### src/design/suse_pkg.sv
// ----------------------------------------------------------------------------
// suse_pkg : shared types and codes for the sorted unique set engine
// Request/result payloads, operation and status codes, and the command and
// status bundles that join the controller to the datapath.
// ----------------------------------------------------------------------------
`timescale 1ns / 1ps

package suse_pkg;

  localparam int VALUE_W  = 32;
  localparam int STATUS_W = 3;
  localparam int COUNT_W  = 5;

  // Operation codes
  localparam logic ACT_INSERT = 1'b0;
  localparam logic ACT_DELETE = 1'b1;

  // Status codes
  localparam logic [STATUS_W-1:0] ST_INSERTED  = 3'd0;
  localparam logic [STATUS_W-1:0] ST_DUPLICATE = 3'd1;
  localparam logic [STATUS_W-1:0] ST_REMOVED   = 3'd2;
  localparam logic [STATUS_W-1:0] ST_NOT_FOUND = 3'd3;
  localparam logic [STATUS_W-1:0] ST_FULL      = 3'd4;

  typedef struct packed {
    logic                      action;
    logic signed [VALUE_W-1:0] value;
  } req_t;

  typedef struct packed {
    logic [STATUS_W-1:0]       status;
    logic [COUNT_W-1:0]        count;
    logic signed [VALUE_W-1:0] element;
    logic                      element_valid;
    logic                      last;
  } res_t;

  // Controller to datapath
  typedef struct packed {
    logic capture;  // latch the request and compare it against every cell
    logic update;   // apply the operation and load the listing row
    logic advance;  // a result was taken: shift the listing row
  } suse_cmd_t;

  // Datapath to controller
  typedef struct packed {
    logic last_result;
  } suse_sts_t;

endpackage

### src/design/sorted_unique_set_engine_core.sv
// ----------------------------------------------------------------------------
// sorted_unique_set_engine_core : sorted set of distinct signed values
// Each request inserts or deletes one signed 32-bit value in a set of at
// most DEPTH distinct entries kept in ascending order. A duplicate insert is
// ignored, an insert into a full set is rejected, and a delete of an absent
// value is reported. After every request the whole set is listed in
// ascending order as a run of results, all carrying the same status and
// count, with last set on the final one; an empty set lists as a single
// result with element_valid low. Each request is captured and compared
// against every stored cell at once, then the cell row shifts and the
// listing row loads, then the listing row shifts out one element per
// result, holding while the result side stalls. One request is in work
// at a time; req_ready is high only between runs.
// ----------------------------------------------------------------------------
`timescale 1ns / 1ps

module sorted_unique_set_engine_core #(
  parameter int DEPTH = 16
) (
  input  logic           clk,
  input  logic           rst,
  input  logic           req_valid,
  output logic           req_ready,
  input  suse_pkg::req_t req_data,
  output logic           res_valid,
  input  logic           res_ready,
  output suse_pkg::res_t res_data
);

  // Count must hold DEPTH itself
  localparam int CNT_W = $clog2(DEPTH + 1);

  suse_pkg::suse_cmd_t cmd;
  suse_pkg::suse_sts_t sts;

  // Sequence capture, update and listing; own both handshakes
  suse_ctrl u_ctrl (
    .clk       (clk),
    .rst       (rst),
    .req_valid (req_valid),
    .req_ready (req_ready),
    .res_valid (res_valid),
    .res_ready (res_ready),
    .sts       (sts),
    .cmd       (cmd)
  );

  // Hold the sorted cells, apply the operation, shift out the listing
  suse_dp #(
    .DEPTH (DEPTH),
    .CNT_W (CNT_W)
  ) u_dp (
    .clk      (clk),
    .rst      (rst),
    .req_data (req_data),
    .cmd      (cmd),
    .sts      (sts),
    .res_data (res_data)
  );

endmodule

### src/design/suse_ctrl.sv
// ----------------------------------------------------------------------------
// suse_ctrl : operation sequencer
// Steps each request through capture, update and listing, and drives the
// handshakes on both channels.
// ----------------------------------------------------------------------------
`timescale 1ns / 1ps

module suse_ctrl (
  input  logic                clk,
  input  logic                rst,
  input  logic                req_valid,
  output logic                req_ready,
  output logic                res_valid,
  input  logic                res_ready,
  input  suse_pkg::suse_sts_t sts,
  output suse_pkg::suse_cmd_t cmd
);

  typedef enum logic [2:0] {
    S_IDLE   = 3'b001,
    S_UPDATE = 3'b010,
    S_LIST   = 3'b100
  } state_t;

  state_t state;
  state_t state_next;

  assign req_ready = (state == S_IDLE);
  assign res_valid = (state == S_LIST);

  assign cmd.capture = req_valid & req_ready;
  assign cmd.update  = (state == S_UPDATE);
  assign cmd.advance = res_valid & res_ready;

  always_comb begin
    state_next = state;
    case (state)
      S_IDLE: begin
        if (req_valid) state_next = S_UPDATE;
      end
      S_UPDATE: begin
        state_next = S_LIST;
      end
      S_LIST: begin
        if (res_ready && sts.last_result) state_next = S_IDLE;
      end
      default: begin
        state_next = S_IDLE;
      end
    endcase
  end

  always_ff @(posedge clk) begin
    if (rst) begin
      state <= S_IDLE;
    end else begin
      state <= state_next;
    end
  end

endmodule

### src/design/suse_dp.sv
// ----------------------------------------------------------------------------
// suse_dp : set storage and listing datapath
// A row of sorted cells that compare against the request in parallel and
// shift by one place to insert or remove, plus a listing row that shifts
// the updated set out one element per result.
// ----------------------------------------------------------------------------
`timescale 1ns / 1ps

module suse_dp #(
  parameter int DEPTH = 16,
  parameter int CNT_W = 5
) (
  input  logic                clk,
  input  logic                rst,
  input  suse_pkg::req_t      req_data,
  input  suse_pkg::suse_cmd_t cmd,
  output suse_pkg::suse_sts_t sts,
  output suse_pkg::res_t      res_data
);

  localparam int VW = suse_pkg::VALUE_W;

  // Set storage, sorted ascending in cells below count
  logic signed [VW-1:0] ent      [DEPTH];
  logic signed [VW-1:0] ent_next [DEPTH];
  logic signed [VW-1:0] ins_val  [DEPTH];
  logic signed [VW-1:0] del_val  [DEPTH];
  logic signed [VW-1:0] lst      [DEPTH];

  logic [CNT_W-1:0] count;
  logic [CNT_W-1:0] count_next;
  logic [CNT_W-1:0] remain;

  // Captured request and per-cell compare flags
  logic                  act;
  logic signed [VW-1:0]  val;
  logic [DEPTH-1:0]      below;
  logic [DEPTH-1:0]      hit;

  logic [suse_pkg::STATUS_W-1:0] status;
  logic [suse_pkg::STATUS_W-1:0] status_next;

  logic found;
  logic full;
  logic do_ins;
  logic do_del;
  logic [31:0] count_wide;

  assign found = |hit;
  assign full  = (count == CNT_W'(DEPTH));

  always_comb begin
    do_ins      = 1'b0;
    do_del      = 1'b0;
    count_next  = count;
    status_next = suse_pkg::ST_NOT_FOUND;
    case (act)
      suse_pkg::ACT_INSERT: begin
        if (found) begin
          status_next = suse_pkg::ST_DUPLICATE;
        end else if (full) begin
          status_next = suse_pkg::ST_FULL;
        end else begin
          do_ins      = 1'b1;
          count_next  = count + CNT_W'(1);
          status_next = suse_pkg::ST_INSERTED;
        end
      end
      suse_pkg::ACT_DELETE: begin
        if (found) begin
          do_del      = 1'b1;
          count_next  = count - CNT_W'(1);
          status_next = suse_pkg::ST_REMOVED;
        end
      end
      default: begin
        status_next = suse_pkg::ST_NOT_FOUND;
      end
    endcase
  end

  for (genvar i = 0; i < DEPTH; i++) begin : g_cell
    // Insert: cells below the slot hold, the slot takes the value, the rest
    // take their lower neighbor.
    if (i == 0) begin : g_ins_first
      assign ins_val[i] = below[i] ? ent[i] : val;
    end else begin : g_ins_rest
      assign ins_val[i] = below[i]   ? ent[i]   :
                          below[i-1] ? val      : ent[i-1];
    end
    // Delete: cells at or above the slot take their upper neighbor.
    if (i == DEPTH - 1) begin : g_del_last
      assign del_val[i] = ent[i];
    end else begin : g_del_rest
      assign del_val[i] = below[i] ? ent[i] : ent[i+1];
    end

    assign ent_next[i] = do_ins ? ins_val[i] :
                         do_del ? del_val[i] : ent[i];

    always_ff @(posedge clk) begin
      if (cmd.capture) begin
        below[i] <= (CNT_W'(i) < count) && (ent[i] < req_data.value);
        hit[i]   <= (CNT_W'(i) < count) && (ent[i] == req_data.value);
      end
      if (cmd.update) begin
        ent[i] <= ent_next[i];
      end
    end

    if (i == DEPTH - 1) begin : g_lst_last
      always_ff @(posedge clk) begin
        if (cmd.update) lst[i] <= ent_next[i];
      end
    end else begin : g_lst_rest
      always_ff @(posedge clk) begin
        if (cmd.update) begin
          lst[i] <= ent_next[i];
        end else if (cmd.advance) begin
          lst[i] <= lst[i+1];
        end
      end
    end
  end

  always_ff @(posedge clk) begin
    if (cmd.capture) begin
      act <= req_data.action;
      val <= req_data.value;
    end
    if (cmd.update) begin
      status <= status_next;
    end
  end

  always_ff @(posedge clk) begin
    if (rst) begin
      count  <= '0;
      remain <= '0;
    end else if (cmd.update) begin
      count  <= count_next;
      remain <= (count_next == '0) ? CNT_W'(1) : count_next;
    end else if (cmd.advance) begin
      remain <= remain - CNT_W'(1);
    end
  end

  assign sts.last_result = (remain == CNT_W'(1));

  assign count_wide             = 32'(count);
  assign res_data.status        = status;
  assign res_data.count         = count_wide[suse_pkg::COUNT_W-1:0];
  assign res_data.element_valid = (count != '0);
  assign res_data.element       = (count != '0) ? lst[0] : '0;
  assign res_data.last          = sts.last_result;

endmodule

### config.mk
export PLATFORM = sky130hd
export DESIGN_NAME = sorted_unique_set_engine_core
export DESIGN_NICKNAME = d
export VERILOG_FILES = /design/src/design/suse_pkg.sv /design/src/design/sorted_unique_set_engine_core.sv /design/src/design/suse_ctrl.sv /design/src/design/suse_dp.sv
export SDC_FILE = /design/constraint.sdc
export NUM_CORES = 2
export LEC_CHECK = 0
export ABC_AREA = 1
export BUFFER_PORTS_ARGS = -buffer_cell sky130_fd_sc_hd__clkbuf_2
export CORE_AREA = 3 3 359 361
export DETAILED_ROUTE_END_ITERATION = 6
export DIE_AREA = 0 0 362 364
export HOLD_SLACK_MARGIN = 0.06
export PLACE_DENSITY_LB_ADDON = 0.25
export SYNTH_ARGS = -nofsm -noshare
export SYNTH_HDL_FRONTEND = slang
export SYNTH_SLANG_ARGS = --single-unit
export TNS_END_PERCENT = 20
### constraint.sdc
create_clock -name clk -period 76.6 [get_ports clk]
set_input_delay 22.98 -clock clk [delete_from_list [all_inputs] [get_ports clk]]
set_output_delay 22.98 -clock clk [all_outputs]
set_load 0.03 [all_outputs]
# Yosys cells after proc, flatten, opt, wreduce, memory -nomap -nowiden
# Memories as Yosys holds them, arrays and structs flattened.
# Index checks and enable logic that the tools add are counted.
# W data, S select, Z words.
[totals]
out_inout_bits = 44
n_memories = 2
ram_bits = 1024
mem_bits_ro = 0
latchBits = 0
wordCells = 271
inputBits = 37
ff_bits = 81
[memory_table]
columns = ["name", "words", "width", "read_ports", "rd_clocked_by_memory_dff", "write_ports", "line", "rtl"]
rows = [
  ["u_dp.ent", 16, 32, 16, 0, 16, "suse_dp.sv:24", "logic signed [VW-1:0] ent [DEPTH];"],
  ["u_dp.lst", 16, 32, 16, 0, 16, "suse_dp.sv:28", "logic signed [VW-1:0] lst [DEPTH];"],
]
[classes]
n_eq_ne = 23
add_sub_neg = 3
muxes = 117
n_reduce_logical = 38
div_mod_pow = 0
multipliers = 0
bitwise_logic = 18
magnitude_cmp = 32
n_shift = 0
[ops]
columns = ["operator", "n"]
rows = [
  ["$mux W32", 93],
  ["$eq A32 B32 Y1", 16],
  ["$lt A32 B32 Y1", 16],
  ["$lt A4 B5 Y1 const A", 8],
  ["$logic_and A1 B1 Y1", 33],
  ["$mux W5", 6],
  ["$lt A3 B5 Y1 const A", 4],
  ["$reduce_or A16 Y1", 1],
  ["$or A1 B1 Y1", 15],
  ["$mux W3", 4],
  ["$mux W1", 11],
  ["$lt A1 B5 Y1 const A", 2],
  ["$lt A2 B5 Y1 const A", 2],
  ["$pmux W5 S2", 1],
  ["$sub A5 B1 Y5 const B", 2],
  ["$pmux W3 S3", 1],
  ["$pmux W3 S2", 1],
  ["$add A5 B1 Y5 const B", 1],
  ["$eq A5 B1 Y1 const B", 1],
  ["$eq A5 B5 Y1 const B", 1],
  ["$logic_not A5 Y1", 1],
  ["$reduce_bool A5 Y1", 1],
  ["$ne A2 B2 Y1 const B", 2],
  ["$eq A3 B1 Y1 const B", 1],
  ["other kinds (6)", 7],
]

# Logic depth before layout (Yosys ltp)
[logic_depth]
depth_word = 7
mapped_depth = 16
mapped_depth_nobuf = 14

# Hierarchy
# A second synthesis with hierarchy kept.
[hier_totals]
hier_cells = 8929
area_unflattened_um2 = 73342.8
[modules_own_cells]
columns = ["module", "instances", "seq_area_each_um2", "area_each_um2", "cells_per_inst"]
rows = [
  ["suse_dp", 1, 32030.7, 73172.7, 8903],
  ["suse_ctrl", 1, 60.1, 170.2, 26],
]

# Worst setup path after synthesis
# OpenSTA, ideal clock, no wires.
[synth_timing]
path_kind = "input to register"
from = "input res_ready"
to = "register u_dp.remain[0]"
setup_ns = 0.195
cell_stages = 6
required_time_ns = 76.405
slack_ns = 41.487
arrival_time_ns = 34.918
n_path_buf = 1
path_cell_list = "nand2_1 -> clkbuf_1 -> nand2_1 -> o21ai_0 -> a21oi_1 -> a21oi_1"
[synth_between]
elab_chain_len = 2
[synth_lines]
columns = ["element", "line", "rtl"]
rows = [
  ["from (decl)", "sorted_unique_set_engine_core.sv:26", "input logic res_ready,"],
  ["$and A1 B1 Y1", "suse_ctrl.sv:33", "assign cmd.advance = res_valid & res_ready;"],
  ["$reduce_bool A2 Y1 (no line)", "--", ""],
  ["to (signal assigned)", "suse_dp.sv:142", "remain <= (count_next == '0) ? CNT_W'(1) : count_next;"],
  ["to (signal assigned)", "suse_dp.sv:144", "remain <= remain - CNT_W'(1);"],
  ["to (decl)", "suse_dp.sv:32", "logic [CNT_W-1:0] remain;"],
]
# No other way between the ends.
# A chain may end at the register's enable or synchronous reset.

==> impl_metrics.csv <==
group,metric,value,unit
global_route,grt_use_total,0.3073,
clock_network,ctsResizeCount,0,
critical_path,path_max_fanout,33,
route,route.detailed.drc,0,
pwr,powerDensity,19.03,nW/µm²
logic_synthesis,yosys.area.top_type,"edfxtp_1",
global_route,grt_max_degree,163,
global_route,grt_first_pass_wirelength,323600,µm
logic_synthesis,ys_seq_elements,1073,
sta,setup_viol,0,
critical_path,critPathCaptureType,"output port",
critical_path,cp-start-kind,"flip-flop",
logic_synthesis,syn_area,75330,µm²
floorplan,die_area,131800,µm²
route,drtPass1Iterations,6,
pwr,ir_worst_vdd,18.92,µV
logic_synthesis,synth_area_leaders,"edfxtp_1 42%, nand2_1 17%, ha_1 8.6%, o211ai_2 7.4%, o21ai_0 6.9%",
floorplan,die_h,364,µm
route,final_antenna_net_count,0,
logic_synthesis,yosys_warnings,0,
sta,tns,0,ns
logic_synthesis,synth_ff_type,"edfxtp_1",
logic_synthesis,synth.avg_cell_area,8.405,µm²
outcome,status,"completed",
floorplan,fp.dieW,362,µm
clock_network,htreeDepth,4,
logic_synthesis,syn_inst,8962,
placement,gp_congestion,0.8805,
sta,fmax,0.03751,GHz
pwr,power,0.001521,W
global_route,antenna_found_initial,4,
route,drtIter0Drc,6198,
sta,hold_viol_final,0,
sta,whs,0.5000,ns
clock_network,cts_buffer_depth,3,
job,cap_viol_max_count,0,
layout,layout-drive-gt1-share,0.1410,
floorplan,core,125700,µm²
global_route,gr-total-overflow,0,
min_path,min_from,"u_dp.lst[1][136]",
sta,finalCriticalPeriod,26.66,ns
sta,grt_setup_unrepaired,"no",
layout,fin_nets,9230,
clock_network,cts-root-buf,"clkbuf_16",
sta,drv_slew,0,
logic_synthesis,synth_top_area_frac,0.4226,
critical_path,reg2reg_from,"u_dp.count[4]",
sta,max_slew_margin,0.1740,
clock_network,holdBufCountCts,0,
clock_network,cts_tree,"yes",
route,vias_per_cell,5.888,
global_route,grt_pass1_vias,58310,
floorplan,start_util,0.5991,
sta,fin_skew,0.02575,ns
critical_path,rr_endpoint,"u_dp.lst[1][63]",
pwr,power_leakage,34.77,nW
route,drt_wl_total,204100,µm
clock_network,post_cts_buffers,0,
layout,syn2layout_area_growth,6.086,%
critical_path,r2r_cells,14,
clock_network,clk_latency,0.76,ns
critical_path,setup.worst_path.start,"u_dp.count[4]",
critical_path,required,53.62,ns
clock_network,cts.sink_count,1073,
critical_path,worst-setup-path-type,"reg2out",
route,drt-wirelength-per-cell,19.59,µm
sta,worst_pin_slew,1.239,ns
floorplan,io_pins,81,
logic_synthesis,synth_edf_count,1060,
placement,port_buffers,80,
critical_path,r2r_slack,70.50,ns
logic_synthesis,ys_types,40,
clock_network,clkTransAtPathRegs,0.06,ns
placement,dpl.hpwl,137400,µm
sta,finalCritPeriodShare,0.3481,
floorplan,num_rows,130,
min_path,hp-class,"reg2reg",
critical_path,endpoint,"res_data[10]",
route,num_vias,61360,
clock_network,cts_buffers,131,
logic_synthesis,seq_area_frac_synth,0.4260,
critical_path,critPathArrivalTime,3.68,ns
logic_synthesis,synth-async-reset-ratio,0,
logic_synthesis,synth_fp_nets,9519,
[worst max-delay path: stages, from the launching register on]
cell and delay, ns:
dfxtp_1 0.93, nor2_1 0.30, inv_1 0.34, nor2_1 0.11, nand2_1 0.75, nand2_1 0.19
inv_1 0.10, clkbuf_2 0.20
[synth_stat cells (all sizes together) (3+ instances only)]
| master | n |
|---|---|
| o21a | 9 |
| buf | 204 |
| edfxtp | 1060 |
| nand3b | 4 |
| a31oi | 14 |
| nor4 | 15 |
| o21ai | 1522 |
| nand2 | 3353 |
| and3 | 9 |
| o211ai | 453 |
| dfxtp | 13 |
| nor4b | 4 |
| nor3 | 34 |
| inv | 714 |
| a21oi | 274 |
| mux2i | 30 |
| nand4 | 41 |
| nand3 | 94 |
| nor2 | 194 |
| xor2 | 3 |
| clkbuf | 388 |
| ha | 520 |
[layout make-up]
cell class | instances | area [µm²]
Timing Repair Buffer | 170 | 1151
Clock buffer | 179 | 3681
Clock inverter | 49 | 354.1
Fill cell | 10390 | 45820
Inverter | 716 | 2695
Tap cell | 1650 | 2064
Sequential cell | 1073 | 32090
Multi-Input combinational cell | 6581 | 37870
Antenna cell | 3 | 7.507
[metrics by stage]
stage | setup slack [ns] | std cells | utilization | area (µm²)
global route | 49.69 | 10420 | 0.6356 | 79910
global placement | 49.96 | 10190 | 0.6034 | 75870
CTS | 49.93 | 10420 | 0.6355 | 79910
finish | 49.94 | 10420 | 0.6356 | 79910
detailed placement | 49.91 | 10190 | 0.6034 | 75870
floorplan | 41.49 | 8962 | - | 75330
[where the power goes]
part	switching, W	internal, W	total, W
clock network	0.000248	0.000351	0.000599
logic	0.000157	0.0000732	0.000230
registers	0.0000208	0.000671	0.000692
[layout by cell type, fill, tap and decap left out, drive strengths merged, types with 14 or more instances in the layout]
cell type / instances
inv: 718
nand2: 3353
ha: 520
nand3: 94
nor4: 15
edfxtp: 1060
nand4: 41
o211ai: 453
mux2i: 30
clkbuf: 259
a31oi: 14
clkinv: 42
o21ai: 1522
nor3: 34
nor2: 194
a21oi: 274
buf: 90
[worst min path at each step]
stage / to / slack, ns / depth (start not counted)
after detailed placement: u_dp.lst[0][54] / 0.50 / 2
after global placement: u_dp.lst[0][30] / 0.50 / 2
after floorplan: u_dp.status[1] / 0.45 / 0
after global routing: u_dp.lst[1][98] / 0.52 / 2
final: u_dp.lst[1][104] / 0.50 / 2
after CTS: u_dp.lst[0][113] / 0.50 / 2
[metal layers]
metal / track usage / part of all wire / vias up
met3: 0.04278 / 0.082 / 430
met4: 0.1527 / 0.050 / 0
met1: 0.4274 / 0.43 / 28290
met2: 0.4735 / 0.44 / 2703
met5: 0 / 0 / -
li1: - / - / 29940
[cell families after synthesis]
| kind of cell | synth area share |
|---|---|
| simple gates | 0.1922 |
| mux | 0.003986 |
| fa+ha+maj | 0.08637 |
| xor+xnor | 0.0004652 |
| compound gates | 0.2181 |
| flops | 0.4260 |
| buf+inv | 0.07290 |
[state kept, by name, indices dropped and copies added (netlist names)]
name          flops
u_dp.count        5
u_dp.below       16
u_dp.act          1
u_dp.val         32
u_ctrl.state      3
u_dp.lst        511
u_dp.hit         16
u_dp.ent        481
u_dp.status       3
u_dp.remain       5
(Power assumes the default switching activity.)
